`src/rtl/core/fmbq_pkg.sv`:
```
// fmbq_pkg: constants, operation codes and the cell control type for the
// front/middle/back queue. Depends on nothing.
`timescale 1ns / 1ps
`default_nettype none

package fmbq_pkg;

	localparam int CAPACITY = 64;
	localparam int DATA_W   = 32;
	localparam int IDX_W    = $clog2(CAPACITY);
	localparam int CNT_W    = $clog2(CAPACITY + 1);

	localparam logic [2:0] KIND_INS_FRONT = 3'd0;
	localparam logic [2:0] KIND_INS_MID   = 3'd1;
	localparam logic [2:0] KIND_INS_BACK  = 3'd2;
	localparam logic [2:0] KIND_REM_FRONT = 3'd3;
	localparam logic [2:0] KIND_REM_MID   = 3'd4;
	localparam logic [2:0] KIND_REM_BACK  = 3'd5;

	localparam logic [1:0] ST_OK    = 2'd0;
	localparam logic [1:0] ST_EMPTY = 2'd1;
	localparam logic [1:0] ST_FULL  = 2'd2;

	typedef struct packed {
		logic              ins;
		logic              rem;
		logic [IDX_W-1:0]  pos;
		logic [DATA_W-1:0] value;
	} cell_ctl_t;

endpackage

`default_nettype wire

```
`src/rtl/core/fmbq_cell.sv`:
```
// fmbq_cell: one storage position of the queue chain. Holds, loads, takes
// its left neighbor or its right neighbor each cycle. Depends on fmbq_pkg.
`timescale 1ns / 1ps
`default_nettype none

module fmbq_cell
	import fmbq_pkg::*;
(
	input  wire logic              clk,
	input  wire logic [IDX_W-1:0]  idx,
	input  wire cell_ctl_t         ctl,
	input  wire logic [DATA_W-1:0] left_data,
	input  wire logic [DATA_W-1:0] right_data,
	output logic [DATA_W-1:0]      data,
	output logic [DATA_W-1:0]      tap
);

	logic [DATA_W-1:0] data_q;
	logic              at_pos;
	logic              above_pos;

	assign at_pos    = (idx == ctl.pos);
	assign above_pos = (idx > ctl.pos);

	always_ff @(posedge clk) begin
		if (ctl.ins) begin
			if (at_pos) begin
				data_q <= ctl.value;
			end else if (above_pos) begin
				data_q <= left_data;
			end
		end else if (ctl.rem) begin
			if (at_pos || above_pos) begin
				data_q <= right_data;
			end
		end
	end

	assign data = data_q;
	assign tap  = (ctl.rem && at_pos) ? data_q : '0;

endmodule

`default_nettype wire

```
`config.mk`:
```
export PLATFORM = sky130hd
export DESIGN_NAME = fmbq_cell
export DESIGN_NICKNAME = d
export VERILOG_FILES = /design/src/rtl/core/fmbq_pkg.sv /design/src/rtl/core/fmbq_cell.sv
export SDC_FILE = /design/constraint.sdc
export NUM_CORES = 1
export LEC_CHECK = 0
export BUFFER_PORTS_ARGS = -buffer_cell sky130_fd_sc_hd__buf_2
export CAP_MARGIN = 20
export CORE_MARGIN = 4
export CORE_UTILIZATION = 29
export DETAILED_ROUTE_END_ITERATION = 10
export PLACE_DENSITY = 0.65
export SLEW_MARGIN = 40
export SYNTH_ARGS = -nofsm -noshare
export SYNTH_HDL_FRONTEND = slang
export SYNTH_SLANG_ARGS = --single-unit
```
`constraint.sdc`:
```
create_clock -name clk -period 7.18 [get_ports clk]
set_input_delay 2.154 -clock clk [delete_from_list [all_inputs] [get_ports clk]]
set_output_delay 2.154 -clock clk [all_outputs]
set_load 0.01 [all_outputs]
```
==> impl_metrics.py <==
metrics = {
    "power": {
        "p_per_area_nw_per_um2": 168,
        "total_power_mw": 0.535,
        "leakagePower_nw": 1.58,
        "peakVddDrop_mv": 0.0774,
    },
    "worst_setup_path": {
        "cp-start-kind": "primary input",
        "cp-end-kind": "output port",
        "required_ns": 5.03,
        "worstPathArrival_ns": 3.80,
        "path_class": "in -> out",
        "cp_max_fo": 33,
    },
    "clock_network": {
        "cts.sinks": 32,
        "clockRootBuffer": "clkbuf_8",
        "cts_tree": "yes",
        "cts_resized": 0,
        "cts_max_path_buffers": 2,
        "cts_inserted_buffers": 5,
        "htreeDepth": 2,
        "clk_pin_slew_worst_paths_ns": 0.07,
        "postCtsSetupRepairBufs": 0,
        "postCtsHoldBufs": 0,
    },
    "sta": {
        "relSlewSlack_pct": 59.3,
        "whs_ns": 2.22,
        "worst_slack_ns": 1.23,
        "final_max_slew_viol_count": 0,
        "finalSetupViolCount": 0,
        "tns_ns": 0,
        "min_period_ns": 5.95,
        "period_share_pct": 82.9,
        "hold_viol_final": 0,
        "fmax_ghz": 0.168,
        "tightest_slew_ns": 0.611,
        "rsz0062_at_grt": "no",
    },
    "floorplanning": {
        "fp.dieW_um": 95.9,
        "rows": 31,
        "io_pins": 175,
        "initial_core_util_pct": 30.4,
        "die_h_um": 95.9,
        "dieArea_sq_um": 9190,
        "core_area_sq_um": 7370,
    },
    "placement": {
        "placed_area_sq_um": 3100,
        "dp_worst_setup_slack_ns": 1.26,
        "numPortBuffers": 174,
        "place_hpwl_mm": 6.17,
        "place_congestion": 0.880,
    },
    "hold_path": {
        "hp-class": "in -> reg",
    },
    "synth": {
        "synth-seq-cells": 32,
        "synth_common_cells": "33 x nor2_1, 32 x a31oi_1, 32 x and3_1, 32 x edfxtp_1, 32 x nand4_1",
        "synth_edf_count": 32,
        "ys_top_cells_by_area": "edfxtp_1 43%, a31oi_1 8.9%, and3_1 8.9%",
        "post-synth-top-count-cell": "nor2_1",
        "yosysWarnings": 0,
        "ys_types": 23,
        "netlist_instances": 247,
        "async_reset_ff_share_pct": 0,
        "netlist_area_sq_um": 2240,
        "synth_flop_cell": "edfxtp_1",
        "synth_top_area_share_pct": 42.9,
        "syn_nets": 364,
        "seq_area_frac_synth_pct": 42.9,
        "avgSynthCellArea_sq_um": 9.07,
        "yosysTopAreaCell": "edfxtp_1",
    },
    "layout": {
        "drive_gt1_share_pct": 47.3,
        "fin_nets": 521,
        "largest_register_ffs": 32,
        "antennaDiodeCount": 0,
        "fin_area_sq_um": 3180,
        "syn2layout_area_growth_pct": 41.8,
    },
    "run_status": {
        "status": "completed",
    },
    "global_route": {
        "overflow": 0,
        "grt_usage_pct": 16.3,
        "antenna_found_initial": 0,
        "first_global_vias": 2316,
        "grt_first_pass_wirelength_mm": 11.5,
        "grt_max_degree": 66,
    },
    "detailed_routing": {
        "drtPass1Iterations": 5,
        "post-route-drc-count": 0,
        "via_count": 2610,
        "routedWlPerCell_um": 16.1,
        "routed_wl_mm": 8.10,
        "vias_per_cell": 5.19,
        "drt_iter0_drc": 140,
        "ant_nets": 0,
    },
    "job": {
        "cap_violations": 0,
    },
}
cell type report:
class,count,area (sq um)
inverter,6,22.5
multi-input combinational,178,1060
sequential,32,961
tap,99,124
fill,760,4190
clock inverter,2,7.51
clock buffer,5,68.8
timing repair buffer,181,931
metrics by stage:
stage / cells / util (%)
2_1_floorplan: 247 / -
3_3_place_gp: 494 / 41.8
3_5_place_dp: 496 / 42.1
4_1_cts: 503 / 43.1
5_1_grt: 503 / 43.1
6_report: 503 / 43.1
power breakdown:
| part | switching, mW | internal [mW] |
|---|---|---|
| clock network | 0.0615 | 0.0639 |
| registers | 0.0136 | 0.242 |
| logic | 0.0918 | 0.0622 |
| total | 0.167 | 0.368 |
routing by layer:
layer,track usage (%),vias to the layer above,part of all wire (%)
met5,0,-,0
met4,5.45,0,1.3
met3,2.58,10,9.2
met2,28.1,143,51
met1,20.6,1197,39
li1,-,1260,-
kinds of logic (layout without fill, tap and decap cells):
logic type	count (synthesis)	count (layout)	synth area share, %
simple gates	104	104	26.0
compound gates	68	68	17.3
buf+inv	37	194	10.5
flops	32	32	42.9
fa+ha+maj	6	6	3.35
cells in the final DEF (no fill, tap or decap):
master and count:
o21ai_0 25, nand2_4 1, a41oi_4 1, nor2_2 1, nor2_1 33, buf_6 2
buf_4 5, nand4_2 1, inv_1 6, a21oi_1 1, a31oi_1 32, nand4_1 32
buf_2 174, and4_4 1, o21ai_1 8, and3_1 32, nor2b_1 1, nand3_1 2
clkbuf_8 5, clkinv_1 2, edfxtp_1 32, a21o_1 1, ha_1 6
worst paths after layout:
kind      startpoint            endpoint  slack [ns]  cells after the start
max          ctl[33]             tap[29]        1.23                      8
min   right_data[14]  data[14]$_DFFE_PP_        2.22                      3
worst max-delay path, cell delays in order:
cell,delay [ns]
buf_2,0.08
inv_1,0.03
ha_1,0.33
nand2_4,0.22
nor2_2,0.36
buf_4,0.29
and3_1,0.18
buf_2,0.13
No activity file was read; power rests on OpenSTA's default activity.
